## config.mk

```make
export PLATFORM = sky130hd
export DESIGN_NAME = command_mux_with_link_watchdog_core_flat
export DESIGN_NICKNAME = d
export VERILOG_FILES = /design/src/cmwd_pkg.sv /design/src/cmwd_in_if.sv /design/src/cmwd_out_if.sv /design/src/command_mux_with_link_watchdog_core.sv /design/src/cmwd_cfg_regs.sv /design/src/cmwd_step.sv /design/src/flat_wrapper.sv
export SDC_FILE = /design/constraint.sdc
export NUM_CORES = 1
export LEC_CHECK = 0
export BUFFER_PORTS_ARGS = -buffer_cell sky130_fd_sc_hd__buf_2
export CORE_AREA = 2 2 249 251
export CTS_CLUSTER_DIAMETER = 40
export DETAILED_ROUTE_END_ITERATION = 12
export DIE_AREA = 0 0 251 253
export PLACE_DENSITY = 0.54
export SYNTH_ARGS = -nofsm -noshare
export SYNTH_HDL_FRONTEND = slang
export SYNTH_HIERARCHICAL = 1
export SYNTH_SLANG_ARGS = --single-unit
```

## constraint.sdc

```tcl
create_clock -name clk -period 16.4 [get_ports clk]
set_input_delay 1.64 -clock clk [delete_from_list [all_inputs] [get_ports clk]]
set_output_delay 1.64 -clock clk [all_outputs]
set_load 0.01 [all_outputs]
```

## src/cmwd_pkg.sv

```systemverilog
// Package for the command mux with link watchdog: widths, codes, types.
// No dependencies.
`timescale 1ns / 1ps
package cmwd_pkg;

  localparam int NCHAN      = 11;
  localparam int ABORT_CHAN = 10;
  localparam int CHAN_W     = 8;
  localparam int CNT_W      = 5;
  localparam int LIMIT_W    = 4;
  localparam int OP_W       = 2;
  localparam int PADDR_W    = 3;
  localparam int PDATA_W    = 32;

  localparam logic [CNT_W-1:0]   COUNT_MAX         = 5'd31;
  localparam logic [LIMIT_W-1:0] STALE_LIMIT_RESET = 4'd3;
  localparam logic [0:0]         REG_STALE_LIMIT   = 1'b0;

  typedef enum logic [OP_W-1:0] {
    OP_TICK   = 2'd0,
    OP_MANUAL = 2'd1,
    OP_AUTO   = 2'd2
  } op_t;

  typedef logic [CHAN_W-1:0] chan_t;
  typedef chan_t [NCHAN-1:0] chan_vec_t;

  localparam chan_t ABORT_SET = 8'd1;

  localparam chan_vec_t RESET_CMDS = {8'd0, 8'd0, 8'd0, 8'd0, 8'd0, 8'd0, 8'd0,
                                      8'd127, 8'd0, 8'd127, 8'd127};

  typedef struct packed {
    chan_vec_t        cmd;
    chan_vec_t        man_prev;
    chan_vec_t        man_latest;
    logic             man_fresh;
    logic             auto_fresh;
    logic [CNT_W-1:0] man_cnt;
    logic [CNT_W-1:0] auto_cnt;
  } wd_state_t;

  localparam wd_state_t WD_STATE_RESET = '{
    cmd:        RESET_CMDS,
    man_prev:   RESET_CMDS,
    man_latest: '0,
    man_fresh:  1'b0,
    auto_fresh: 1'b0,
    man_cnt:    '0,
    auto_cnt:   '0
  };

  function automatic logic [CNT_W-1:0] bump(input logic [CNT_W-1:0] c);
    return (c == COUNT_MAX) ? COUNT_MAX : c + CNT_W'(1);
  endfunction

endpackage

```

## src/cmwd_in_if.sv

```systemverilog
// Input channel interface: valid/ready handshake with operation and channel values.
// Depends on cmwd_pkg.
`timescale 1ns / 1ps
interface cmwd_in_if;
  logic                   valid;
  logic                   ready;
  logic [cmwd_pkg::OP_W-1:0]   operation;
  logic [cmwd_pkg::CHAN_W-1:0] chan_in_0;
  logic [cmwd_pkg::CHAN_W-1:0] chan_in_1;
  logic [cmwd_pkg::CHAN_W-1:0] chan_in_2;
  logic [cmwd_pkg::CHAN_W-1:0] chan_in_3;
  logic [cmwd_pkg::CHAN_W-1:0] chan_in_4;
  logic [cmwd_pkg::CHAN_W-1:0] chan_in_5;
  logic [cmwd_pkg::CHAN_W-1:0] chan_in_6;
  logic [cmwd_pkg::CHAN_W-1:0] chan_in_7;
  logic [cmwd_pkg::CHAN_W-1:0] chan_in_8;
  logic [cmwd_pkg::CHAN_W-1:0] chan_in_9;
  logic [cmwd_pkg::CHAN_W-1:0] chan_in_10;

  modport source (
    output valid, operation, chan_in_0, chan_in_1, chan_in_2, chan_in_3, chan_in_4,
           chan_in_5, chan_in_6, chan_in_7, chan_in_8, chan_in_9, chan_in_10,
    input  ready
  );
  modport sink (
    input  valid, operation, chan_in_0, chan_in_1, chan_in_2, chan_in_3, chan_in_4,
           chan_in_5, chan_in_6, chan_in_7, chan_in_8, chan_in_9, chan_in_10,
    output ready
  );
endinterface

```

## src/cmwd_out_if.sv

```systemverilog
// Output channel interface: valid/ready handshake with the published command set.
// Depends on cmwd_pkg.
`timescale 1ns / 1ps
interface cmwd_out_if;
  logic                        valid;
  logic                        ready;
  logic [cmwd_pkg::CHAN_W-1:0] chan_out_0;
  logic [cmwd_pkg::CHAN_W-1:0] chan_out_1;
  logic [cmwd_pkg::CHAN_W-1:0] chan_out_2;
  logic [cmwd_pkg::CHAN_W-1:0] chan_out_3;
  logic [cmwd_pkg::CHAN_W-1:0] chan_out_4;
  logic [cmwd_pkg::CHAN_W-1:0] chan_out_5;
  logic [cmwd_pkg::CHAN_W-1:0] chan_out_6;
  logic [cmwd_pkg::CHAN_W-1:0] chan_out_7;
  logic [cmwd_pkg::CHAN_W-1:0] chan_out_8;
  logic [cmwd_pkg::CHAN_W-1:0] chan_out_9;
  logic [cmwd_pkg::CHAN_W-1:0] chan_out_10;

  modport source (
    output valid, chan_out_0, chan_out_1, chan_out_2, chan_out_3, chan_out_4,
           chan_out_5, chan_out_6, chan_out_7, chan_out_8, chan_out_9, chan_out_10,
    input  ready
  );
  modport sink (
    input  valid, chan_out_0, chan_out_1, chan_out_2, chan_out_3, chan_out_4,
           chan_out_5, chan_out_6, chan_out_7, chan_out_8, chan_out_9, chan_out_10,
    output ready
  );
endinterface

```

## src/command_mux_with_link_watchdog_core.sv

```systemverilog
// A tick is captured in the input register, then its result in the output register.
// Throughput: one transaction per cycle unless a tick stalls; the input register feeds
// the step logic, whose result goes to a single output register.
// A tick waits in the input register only while that output register is full and not taken.
// Reset: synchronous rst restores command set 127,127,0,127,0..., clears freshness
// and stale counters, and sets stale_limit to 3.
`timescale 1ns / 1ps
module command_mux_with_link_watchdog_core (
  input  logic                          clk,
  input  logic                          rst,
  cmwd_in_if.sink                       in_chan,
  cmwd_out_if.source                    out_chan,
  input  logic                          psel,
  input  logic                          penable,
  input  logic                          pwrite,
  input  logic [cmwd_pkg::PADDR_W-1:0]  paddr,
  input  logic [cmwd_pkg::PDATA_W-1:0]  pwdata,
  output logic [cmwd_pkg::PDATA_W-1:0]  prdata,
  output logic                          pready
);
  import cmwd_pkg::*;

  logic [LIMIT_W-1:0] stale_limit;
  wd_state_t          state;
  wd_state_t          state_next;
  chan_vec_t          in_chans;
  logic               in_valid;
  logic [OP_W-1:0]    op;
  chan_vec_t          chans;
  logic               publish;
  chan_vec_t          result_next;
  logic               out_valid;
  chan_vec_t          result;
  logic               out_free;
  logic               fire;

  cmwd_cfg_regs u_cfg (
    .clk         (clk),
    .rst         (rst),
    .psel        (psel),
    .penable     (penable),
    .pwrite      (pwrite),
    .paddr       (paddr),
    .pwdata      (pwdata),
    .prdata      (prdata),
    .pready      (pready),
    .stale_limit (stale_limit)
  );

  cmwd_step u_step (
    .state       (state),
    .op          (op),
    .chans       (chans),
    .stale_limit (stale_limit),
    .state_next  (state_next),
    .publish     (publish),
    .result      (result_next)
  );

  assign in_chans[0]  = in_chan.chan_in_0;
  assign in_chans[1]  = in_chan.chan_in_1;
  assign in_chans[2]  = in_chan.chan_in_2;
  assign in_chans[3]  = in_chan.chan_in_3;
  assign in_chans[4]  = in_chan.chan_in_4;
  assign in_chans[5]  = in_chan.chan_in_5;
  assign in_chans[6]  = in_chan.chan_in_6;
  assign in_chans[7]  = in_chan.chan_in_7;
  assign in_chans[8]  = in_chan.chan_in_8;
  assign in_chans[9]  = in_chan.chan_in_9;
  assign in_chans[10] = in_chan.chan_in_10;

  assign out_free      = !out_valid || out_chan.ready;
  assign fire          = in_valid && (!publish || out_free);
  assign in_chan.ready = !in_valid || fire;

  always_ff @(posedge clk) begin
    if (rst) begin
      in_valid <= 1'b0;
    end else if (in_chan.ready) begin
      in_valid <= in_chan.valid;
    end
  end

  always_ff @(posedge clk) begin
    if (in_chan.ready && in_chan.valid) begin
      op    <= in_chan.operation;
      chans <= in_chans;
    end
  end

  always_ff @(posedge clk) begin
    if (rst) begin
      state <= WD_STATE_RESET;
    end else if (fire) begin
      state <= state_next;
    end
  end

  always_ff @(posedge clk) begin
    if (rst) begin
      out_valid <= 1'b0;
    end else if (fire && publish) begin
      out_valid <= 1'b1;
    end else if (out_chan.ready) begin
      out_valid <= 1'b0;
    end
  end

  always_ff @(posedge clk) begin
    if (fire && publish) begin
      result <= result_next;
    end
  end

  assign out_chan.valid       = out_valid;
  assign out_chan.chan_out_0  = result[0];
  assign out_chan.chan_out_1  = result[1];
  assign out_chan.chan_out_2  = result[2];
  assign out_chan.chan_out_3  = result[3];
  assign out_chan.chan_out_4  = result[4];
  assign out_chan.chan_out_5  = result[5];
  assign out_chan.chan_out_6  = result[6];
  assign out_chan.chan_out_7  = result[7];
  assign out_chan.chan_out_8  = result[8];
  assign out_chan.chan_out_9  = result[9];
  assign out_chan.chan_out_10 = result[10];
endmodule

```

## src/cmwd_cfg_regs.sv

```systemverilog
// APB-style configuration register block holding the stale limit.
// Depends on cmwd_pkg.
`timescale 1ns / 1ps
module cmwd_cfg_regs (
  input  logic                           clk,
  input  logic                           rst,
  input  logic                           psel,
  input  logic                           penable,
  input  logic                           pwrite,
  input  logic [cmwd_pkg::PADDR_W-1:0]   paddr,
  input  logic [cmwd_pkg::PDATA_W-1:0]   pwdata,
  output logic [cmwd_pkg::PDATA_W-1:0]   prdata,
  output logic                           pready,
  output logic [cmwd_pkg::LIMIT_W-1:0]   stale_limit
);
  import cmwd_pkg::*;

  logic hit;

  assign pready = 1'b1;
  assign hit    = (paddr[PADDR_W-1:2] == REG_STALE_LIMIT);

  always_ff @(posedge clk) begin
    if (rst) begin
      stale_limit <= STALE_LIMIT_RESET;
    end else if (psel && penable && pwrite && pready && hit) begin
      stale_limit <= pwdata[LIMIT_W-1:0];
    end
  end

  always_comb begin
    prdata = '0;
    if (hit) begin
      prdata[LIMIT_W-1:0] = stale_limit;
    end
  end
endmodule

```

## src/cmwd_step.sv

```systemverilog
// Next-state and publish logic for one transaction of the command mux.
// Depends on cmwd_pkg.
`timescale 1ns / 1ps
module cmwd_step (
  input  cmwd_pkg::wd_state_t            state,
  input  logic [cmwd_pkg::OP_W-1:0]      op,
  input  cmwd_pkg::chan_vec_t            chans,
  input  logic [cmwd_pkg::LIMIT_W-1:0]   stale_limit,
  output cmwd_pkg::wd_state_t            state_next,
  output logic                           publish,
  output cmwd_pkg::chan_vec_t            result
);
  import cmwd_pkg::*;

  logic [CNT_W-1:0] auto_bump;
  logic [CNT_W-1:0] man_bump;
  logic [CNT_W-1:0] limit_ext;

  assign auto_bump = bump(state.auto_cnt);
  assign man_bump  = bump(state.man_cnt);
  assign limit_ext = {1'b0, stale_limit};

  always_comb begin
    state_next = state;
    publish    = 1'b0;
    case (op)
      OP_MANUAL: begin
        state_next.man_latest = chans;
        state_next.man_fresh  = 1'b1;
      end
      OP_AUTO: begin
        state_next.cmd        = chans;
        state_next.auto_fresh = 1'b1;
      end
      OP_TICK: begin
        publish = 1'b1;
        if (state.auto_fresh) begin
          state_next.auto_fresh = 1'b0;
          state_next.auto_cnt   = '0;
        end else begin
          state_next.auto_cnt = auto_bump;
          if (auto_bump > limit_ext) begin
            state_next.cmd[ABORT_CHAN] = ABORT_SET;
          end
        end
        if (state.man_fresh) begin
          for (int i = 0; i < NCHAN; i++) begin
            if (state.man_latest[i] != state.man_prev[i]) begin
              state_next.cmd[i]      = state.man_latest[i];
              state_next.man_prev[i] = state.man_latest[i];
            end
          end
          state_next.man_fresh = 1'b0;
          state_next.man_cnt   = '0;
        end else begin
          state_next.man_cnt = man_bump;
          if (man_bump > limit_ext) begin
            state_next.cmd[ABORT_CHAN] = ABORT_SET;
          end
        end
      end
      default: begin
        state_next = state;
      end
    endcase
    result = state_next.cmd;
  end
endmodule

```

## src/flat_wrapper.sv

```systemverilog
// flat-port wrapper written by rule: the top's interface ports become plain ports
module command_mux_with_link_watchdog_core_flat import cmwd_pkg::*;
  (clk, rst, psel, penable, pwrite, paddr, pwdata, prdata, pready, in_chan_valid, in_chan_operation, in_chan_chan_in_0, in_chan_chan_in_1, in_chan_chan_in_2, in_chan_chan_in_3, in_chan_chan_in_4, in_chan_chan_in_5, in_chan_chan_in_6, in_chan_chan_in_7, in_chan_chan_in_8, in_chan_chan_in_9, in_chan_chan_in_10, in_chan_ready, out_chan_valid, out_chan_chan_out_0, out_chan_chan_out_1, out_chan_chan_out_2, out_chan_chan_out_3, out_chan_chan_out_4, out_chan_chan_out_5, out_chan_chan_out_6, out_chan_chan_out_7, out_chan_chan_out_8, out_chan_chan_out_9, out_chan_chan_out_10, out_chan_ready);
  cmwd_in_if in_chan_i ();
  cmwd_out_if out_chan_i ();
  input  logic clk;
  input  logic rst;
  input  logic psel;
  input  logic penable;
  input  logic pwrite;
  input  logic [cmwd_pkg::PADDR_W-1:0] paddr;
  input  logic [cmwd_pkg::PDATA_W-1:0] pwdata;
  output logic [cmwd_pkg::PDATA_W-1:0] prdata;
  output logic pready;
  input wire logic [$bits(in_chan_i.valid)-1:0] in_chan_valid;
  input wire logic [$bits(in_chan_i.operation)-1:0] in_chan_operation;
  input wire logic [$bits(in_chan_i.chan_in_0)-1:0] in_chan_chan_in_0;
  input wire logic [$bits(in_chan_i.chan_in_1)-1:0] in_chan_chan_in_1;
  input wire logic [$bits(in_chan_i.chan_in_2)-1:0] in_chan_chan_in_2;
  input wire logic [$bits(in_chan_i.chan_in_3)-1:0] in_chan_chan_in_3;
  input wire logic [$bits(in_chan_i.chan_in_4)-1:0] in_chan_chan_in_4;
  input wire logic [$bits(in_chan_i.chan_in_5)-1:0] in_chan_chan_in_5;
  input wire logic [$bits(in_chan_i.chan_in_6)-1:0] in_chan_chan_in_6;
  input wire logic [$bits(in_chan_i.chan_in_7)-1:0] in_chan_chan_in_7;
  input wire logic [$bits(in_chan_i.chan_in_8)-1:0] in_chan_chan_in_8;
  input wire logic [$bits(in_chan_i.chan_in_9)-1:0] in_chan_chan_in_9;
  input wire logic [$bits(in_chan_i.chan_in_10)-1:0] in_chan_chan_in_10;
  output wire logic [$bits(in_chan_i.ready)-1:0] in_chan_ready;
  output wire logic [$bits(out_chan_i.valid)-1:0] out_chan_valid;
  output wire logic [$bits(out_chan_i.chan_out_0)-1:0] out_chan_chan_out_0;
  output wire logic [$bits(out_chan_i.chan_out_1)-1:0] out_chan_chan_out_1;
  output wire logic [$bits(out_chan_i.chan_out_2)-1:0] out_chan_chan_out_2;
  output wire logic [$bits(out_chan_i.chan_out_3)-1:0] out_chan_chan_out_3;
  output wire logic [$bits(out_chan_i.chan_out_4)-1:0] out_chan_chan_out_4;
  output wire logic [$bits(out_chan_i.chan_out_5)-1:0] out_chan_chan_out_5;
  output wire logic [$bits(out_chan_i.chan_out_6)-1:0] out_chan_chan_out_6;
  output wire logic [$bits(out_chan_i.chan_out_7)-1:0] out_chan_chan_out_7;
  output wire logic [$bits(out_chan_i.chan_out_8)-1:0] out_chan_chan_out_8;
  output wire logic [$bits(out_chan_i.chan_out_9)-1:0] out_chan_chan_out_9;
  output wire logic [$bits(out_chan_i.chan_out_10)-1:0] out_chan_chan_out_10;
  input wire logic [$bits(out_chan_i.ready)-1:0] out_chan_ready;
  assign in_chan_i.valid = in_chan_valid;
  assign in_chan_i.operation = in_chan_operation;
  assign in_chan_i.chan_in_0 = in_chan_chan_in_0;
  assign in_chan_i.chan_in_1 = in_chan_chan_in_1;
  assign in_chan_i.chan_in_2 = in_chan_chan_in_2;
  assign in_chan_i.chan_in_3 = in_chan_chan_in_3;
  assign in_chan_i.chan_in_4 = in_chan_chan_in_4;
  assign in_chan_i.chan_in_5 = in_chan_chan_in_5;
  assign in_chan_i.chan_in_6 = in_chan_chan_in_6;
  assign in_chan_i.chan_in_7 = in_chan_chan_in_7;
  assign in_chan_i.chan_in_8 = in_chan_chan_in_8;
  assign in_chan_i.chan_in_9 = in_chan_chan_in_9;
  assign in_chan_i.chan_in_10 = in_chan_chan_in_10;
  assign in_chan_ready = in_chan_i.ready;
  assign out_chan_valid = out_chan_i.valid;
  assign out_chan_chan_out_0 = out_chan_i.chan_out_0;
  assign out_chan_chan_out_1 = out_chan_i.chan_out_1;
  assign out_chan_chan_out_2 = out_chan_i.chan_out_2;
  assign out_chan_chan_out_3 = out_chan_i.chan_out_3;
  assign out_chan_chan_out_4 = out_chan_i.chan_out_4;
  assign out_chan_chan_out_5 = out_chan_i.chan_out_5;
  assign out_chan_chan_out_6 = out_chan_i.chan_out_6;
  assign out_chan_chan_out_7 = out_chan_i.chan_out_7;
  assign out_chan_chan_out_8 = out_chan_i.chan_out_8;
  assign out_chan_chan_out_9 = out_chan_i.chan_out_9;
  assign out_chan_chan_out_10 = out_chan_i.chan_out_10;
  assign out_chan_i.ready = out_chan_ready;
  command_mux_with_link_watchdog_core u_core (.clk(clk), .rst(rst), .in_chan(in_chan_i), .out_chan(out_chan_i), .psel(psel), .penable(penable), .pwrite(pwrite), .paddr(paddr), .pwdata(pwdata), .prdata(prdata), .pready(pready));
endmodule
```

## Word level (Yosys, flattened, before mapping)

Cells that the tools add are included.

- Register bits after elaboration: 460
- Output and inout bits: 123

- Reductions and logical operators: 31
- Bitwise operators: 1
- $lt $le $gt $ge: 2
- Add/subtract/negate cells: 2
- Muxes and demuxes: 38
- Equality and inequality tests: 15

Operators with widths:

| kind | count |
|---|---|
| 8-bit 2-to-1 mux | 26 |
| 88-bit case mux with 2 select lines | 1 |
| 168-bit 2-to-1 mux | 1 |
| 8-bit inequality test | 11 |
| 4-bit AND reduction | 11 |
| 5-bit 2-to-1 mux | 4 |
| 5-bit by 1-bit adder with 5-bit output, second input constant | 2 |
| 5-bit equality test, second input constant | 2 |
| 5-bit by 4-bit greater-than comparator with 1-bit output | 2 |
| 2-bit AND reduction | 4 |
| 1-bit logical AND | 6 |
| 2-bit nonzero test | 3 |
| 4-bit 2-to-1 mux | 1 |
| 1-bit case mux with 2 select lines | 2 |
| 1-bit zero test | 3 |
| 1-bit logical OR | 3 |
| 1-bit 2-to-1 mux | 3 |
| 2-bit by 1-bit equality test with 1-bit output, second input constant | 1 |
| 2-bit equality test, second input constant | 1 |
| 2-bit zero test | 1 |
| 1-bit NOT | 1 |

## Longest topological paths before layout

- Depth after elaboration: 8
- Mapped depth: 13
- Gate-level depth less buffers: 12

## By module

The synthesis kept the hierarchy.

By module, submodules not included:

| module | cells an instance | area each (sq um) | instances |
|---|---|---|---|
| command_mux_with_link_watchdog_core | 1386 | 17639.4 | 1 |
| cmwd_step | 773 | 5984.5 | 1 |
| cmwd_cfg_regs | 53 | 441.7 | 1 |

## Worst setup path after synthesis

Ideal clock, no wire load.

- Path type: input -> register
- Start: input out_chan_ready
- End: register u_core/chans[0] (netlist name) (enable)
- Slack: 9.599 ns
- Library setup time: 0.592 ns
- Cell stages on the path: 2
- Path buffers: 0
- Data required time: 15.808 ns
- Arrival: 6.208 ns
- Path through: nor2b_4 > a31oi_1

- Cells in the longest elaborated chain, start to end: 5

Ends and longest elaborated chain:

| what | line | source |
|---|---|---|
| start, declared | flat_wrapper.sv:41 | `input wire logic [$bits(out_chan_i.ready)-1:0] out_chan_ready;` |
| 1-bit logical OR | command_mux_with_link_watchdog_core.sv:72 | `assign out_free = !out_valid \|\| out_chan.ready;` |
| 1-bit logical OR | command_mux_with_link_watchdog_core.sv:73 | `assign fire = in_valid && (!publish \|\| out_free);` |
| 1-bit logical AND | command_mux_with_link_watchdog_core.sv:73 |  |
| 1-bit logical OR | command_mux_with_link_watchdog_core.sv:74 | `assign in_chan.ready = !in_valid \|\| fire;` |
| 1-bit logical AND | command_mux_with_link_watchdog_core.sv:85 | `if (in_chan.ready && in_chan.valid) begin` |
| end signal, assigned | command_mux_with_link_watchdog_core.sv:87 | `chans <= in_chans;` |
| end, declared | command_mux_with_link_watchdog_core.sv:29 | `chan_vec_t chans;` |

No other way between the ends.
A chain may end at the register's enable or synchronous reset.

## Worst setup path in the final report

- Start: register u_core.op[0]
- End: register u_core.result, in the netlist u_core/out_chan.chan_out_10[1] (enable)

- Cells in the longest elaborated chain, start to end: 6

Ends and longest elaborated chain:

| what | line | source |
|---|---|---|
| start, declared | command_mux_with_link_watchdog_core.sv:28 | `logic [OP_W-1:0] op;` |
| start signal, assigned | command_mux_with_link_watchdog_core.sv:86 | `op <= in_chan.operation;` |
| 2-bit zero test (*) | cmwd_step.sv:26 | `case (op)` |
| 1-bit 2-to-1 mux (*) | cmwd_step.sv:26 |  |
| net u_core.publish | command_mux_with_link_watchdog_core.sv:30 | `logic publish;` |
| 1-bit zero test | command_mux_with_link_watchdog_core.sv:73 |  |
| 1-bit logical OR | command_mux_with_link_watchdog_core.sv:73 |  |
| 1-bit logical AND | command_mux_with_link_watchdog_core.sv:73 |  |
| 1-bit logical AND (*) | command_mux_with_link_watchdog_core.sv:110 | `if (fire && publish) begin` |
| end signal, assigned | command_mux_with_link_watchdog_core.sv:111 | `result <= result_next;` |
| end, declared | command_mux_with_link_watchdog_core.sv:33 | `chan_vec_t result;` |

The timed path passes the listed nets; every way through them passes the cells marked *.

==> summary.md <==
| Metric | Value |
|---|---|
| Cell Pwr Density | `121 nW/um^2` |
| Slowest cell delay on critical path | `0.93 ns` |
| Hold Fails Final Rpt | `0` |
| Die Width | `251 um` |
| Core outline area | `61000 um^2` |
| Nets@finish | `2438` |
| Total wire length | `54.6 mm` |
| Layout cell share with drive strength beyond 1 | `21.7%` |
| Seq cells post-synth | `460` |
| Gr usage total | `16.9%` |
| PortBufs | `195` |
| Clock sink count | `460` |
| Clock Path Buffers | `3` |
| Sequential area share after synthesis | `45.7%` |
| Largest net degree at the start of global routing | `194` |
| Worst-path cell chain | `buf_4 > or2_1 > inv_8 > a21boi_4 > and2_4 > buf_4` |
| CP Capture Type | `register` |
| Avg WL per Cell | `17.2 um` |
| Gates resized, CTS repair | `0` |
| Synth async-reset ratio | `0%` |
| First-pass GRT wire length | `85.7 mm` |
| Die area | `63500 um^2` |
| Vias per std cell | `4.99` |
| Root buffer cell | `clkbuf_16` |
| Min Tclk post-route | `4.46 ns` |
| Vias in the first global route | `16000` |
| Layout fillers | `5688` |
| Pleak | `11.1 nW` |
| Die height | `253 um` |
| Fmax | `224 MHz` |
| Rel. slew slack | `21.4%` |
| Status | `finished clean` |
| CP arrival | `4.70 ns` |
| Number of synthesized flops with an enable pin | `178` |
| Setup Crit Path Kind | `register to register` |
| Rows | `91` |
| Max_cap viols | `0` |
| GP Congestion | `0.731` |
| DRC viols | `0` |
| ANT cells | `0` |
| CP bufs+invs | `3` |
| Global route overflow | `0` |
| Worst-path fanout max | `45` |
| I/O pin cnt | `255` |
| CP max-delay cell | `a21boi_4` |
| Prevailing post-synth register cell | `dfxtp_1` |
| Tcrit/Tclk final | `27.2%` |
| RSZ-0062 raised after global routing | `no` |
| Initial Util | `39.4%` |
| Reg clk slew, reported paths | `0.05 ns` |
| Delay-heaviest family, CP | `simple AND/OR/NAND/NOR gates` |
| CTS tree | `built` |
| Library cells used by synthesis | `58` |
| Yosys warns | `6` |
| Peak supply drop | `0.0000751 V` |
| Final setup fails | `0` |
| Worst EP required | `16.64 ns` |
| Class of the worst hold path | `register to register` |
| P&R area growth vs syn | `15.4%` |
| Routed via count | `15800` |
| Worst Tran Pin Value | `1.18 ns` |
| Max Clock Skew | `0.0258 ns` |
| Cells after synthesis | `2212` |
| Cell area after layout | `27800 um^2` |
| Netlist Area Pre-Place | `24100 um^2` |
| Max Slew Vio Count | `0` |
| Initial DRC count | `805` |
| Post-CTS setup buffer count | `0` |
| Average size of a mapped cell | `10.9 um^2` |
| H-tree depth | `3` |
| Startpoint types | `register` |
| Num CTS Buffers | `89` |
| Cell area after placement | `24600 um^2` |
| Crit path top cell by count | `buf_4` |
| TNS Setup | `0 ns` |
| DR pass1 iterations | `5` |
| # hold bufs at CTS | `0` |
| ANT nets after route | `0` |
| Initial antenna violation count | `0` |
| Clock latency on the worst-skew pair | `0.62 ns` |
| Hpwl dp | `32.0 mm` |
synthesized netlist by cell type, types with 4 or more instances:
library cell	count	area [um^2]
buf_6	10	113
buf_4	122	916
nand2_1	48	180
a21oi_2	12	105
a22o_1	4	35.0
nand4_1	5	31.3
buf_8	22	330
xor2_1	73	639
nand2b_1	475	2970
a31oi_1	4	25.0
a22oi_1	10	75.1
and2_1	67	419
edfxtp_1	178	5350
o211ai_1	11	82.6
nand3_1	10	50.1
inv_1	29	109
and2b_2	4	35.0
nor4_1	15	93.8
mux2_2	109	1230
o311ai_1	5	43.8
a21o_1	51	383
dfxtp_1	282	5650
a221o_1	64	641
ha_1	10	125
a21oi_1	33	165
nor2_1	99	372
mux2i_1	280	2800
o21ai_0	17	85.1
clkbuf_1	61	229
or3b_2	8	70.1
o22ai_1	8	50.1
xnor2_1	18	158
buf_2	28	140
worst paths after layout:
check | endpoint | cells after the start | from | slack, ns
min reg2reg | u_core/state[219]$_SDFFE_PP0P_ | 2 | u_core/state[219]$_SDFFE_PP0P_ | 0.47
max reg2reg | u_core/out_chan.chan_out_10[1]$_DFFE_PP_ | 6 | u_core/op[0]$_DFFE_PP_ | 11.94
min | u_core/state[219]$_SDFFE_PP0P_ | 2 | u_core/state[219]$_SDFFE_PP0P_ | 0.47
max | u_core/out_chan.chan_out_10[1]$_DFFE_PP_ | 6 | u_core/op[0]$_DFFE_PP_ | 11.94
tightest hold or removal path: stages, from the launching register on:
cell      delay, ns
dfxtp_1        0.31
nand2b_1       0.06
mux2i_1        0.05
flip-flops by register name (all words and copies together), names as in the netlist:
signal and flops:
u_core/in_valid 1, u_core/out_chan.chan_out_3 8, u_core/u_cfg/stale_limit 4, u_core/out_chan.chan_out_5 8
u_core/op 2, u_core/out_chan.valid 1, u_core/out_chan.chan_out_6 8, u_core/out_chan.chan_out_7 8
u_core/state 276, u_core/out_chan.chan_out_1 8, u_core/chans 88, u_core/out_chan.chan_out_0 8
u_core/out_chan.chan_out_9 8, u_core/out_chan.chan_out_10 8, u_core/out_chan.chan_out_4 8, u_core/out_chan.chan_out_2 8
u_core/out_chan.chan_out_8 8
cell type report:
type                       count  area, um^2  area share, %
sequential                   460       11000           39.6
multi-input combinational   1505       11400           40.9
clock buffer                 104        2380           8.57
inverter                      31         124          0.446
tap                          790         988           3.56
clock inverter                64         813           2.93
timing repair buffer         209        1120           4.02
layer usage:
metal	vias up	part of all wire [%]	GRT usage (%)
met5	-	0	0
met4	0	2.2	5.44
met3	87	3.7	3.51
met2	256	49	29.4
met1	7680	45	21.0
li1	7756	-	-
stage by stage:
stage | utilization, % | instances | setup slack (ns) | hold slack, ns | total power, mW
6_report | 45.5 | 3163 | 11.94 | 0.470 | 3.36
5_1_grt | 45.5 | 3163 | 11.68 | 0.482 | 3.48
4_1_cts | 45.5 | 3163 | 11.82 | 0.471 | 3.41
3_5_place_dp | 40.3 | 2995 | 11.68 | 0.465 | 1.46
3_3_place_gp | 40.3 | 2995 | 11.70 | 0.458 | 1.46
2_1_floorplan | - | 2239 | 9.60 | 0.449 | 1.43
placed cells by master (no fill, tap or decap), types with 11 or more instances in the layout:
cell type / Yosys / layout
a221o_1: 64 / 64
clkbuf_16: 0 / 93
xor2_1: 73 / 73
buf_4: 122 / 12
nand2_1: 48 / 48
conb_1: 2 / 29
o211ai_1: 11 / 11
a21oi_2: 12 / 12
nor4_1: 15 / 15
nor2_1: 99 / 99
nand2b_1: 475 / 475
a21o_1: 51 / 51
inv_6: 0 / 14
mux2_2: 109 / 109
buf_2: 28 / 194
o21ai_0: 17 / 17
inv_1: 29 / 29
bufinv_16: 0 / 14
xnor2_1: 18 / 18
edfxtp_1: 178 / 178
and2_1: 67 / 66
mux2i_1: 280 / 280
dfxtp_1: 282 / 282
a21oi_1: 33 / 33
cells by family (layout without fill, tap and decap cells):
family / after synthesis / after routing / share of synthesized area, %
adders and majority gates: 10 / 10 / 0.520
DFF: 460 / 460 / 45.7
muxes: 393 / 393 / 17.0
other: 2 / 29 / 0.0312
xor gates and xnor gates: 91 / 91 / 3.31
buffers and inverters: 274 / 408 / 7.69
and+or+nand+nor: 748 / 748 / 18.2
AOI/OAI and AO/OA: 234 / 234 / 7.56
power breakdown:
part | internal (mW) | total, mW | leakage (nW) | switching [mW]
clock | 1.27 | 1.92 | 1.53 | 0.649
combinational | 0.0883 | 0.198 | 5.56 | 0.110
sequential | 1.22 | 1.24 | 3.99 | 0.0194
(Power assumes the default switching activity.)
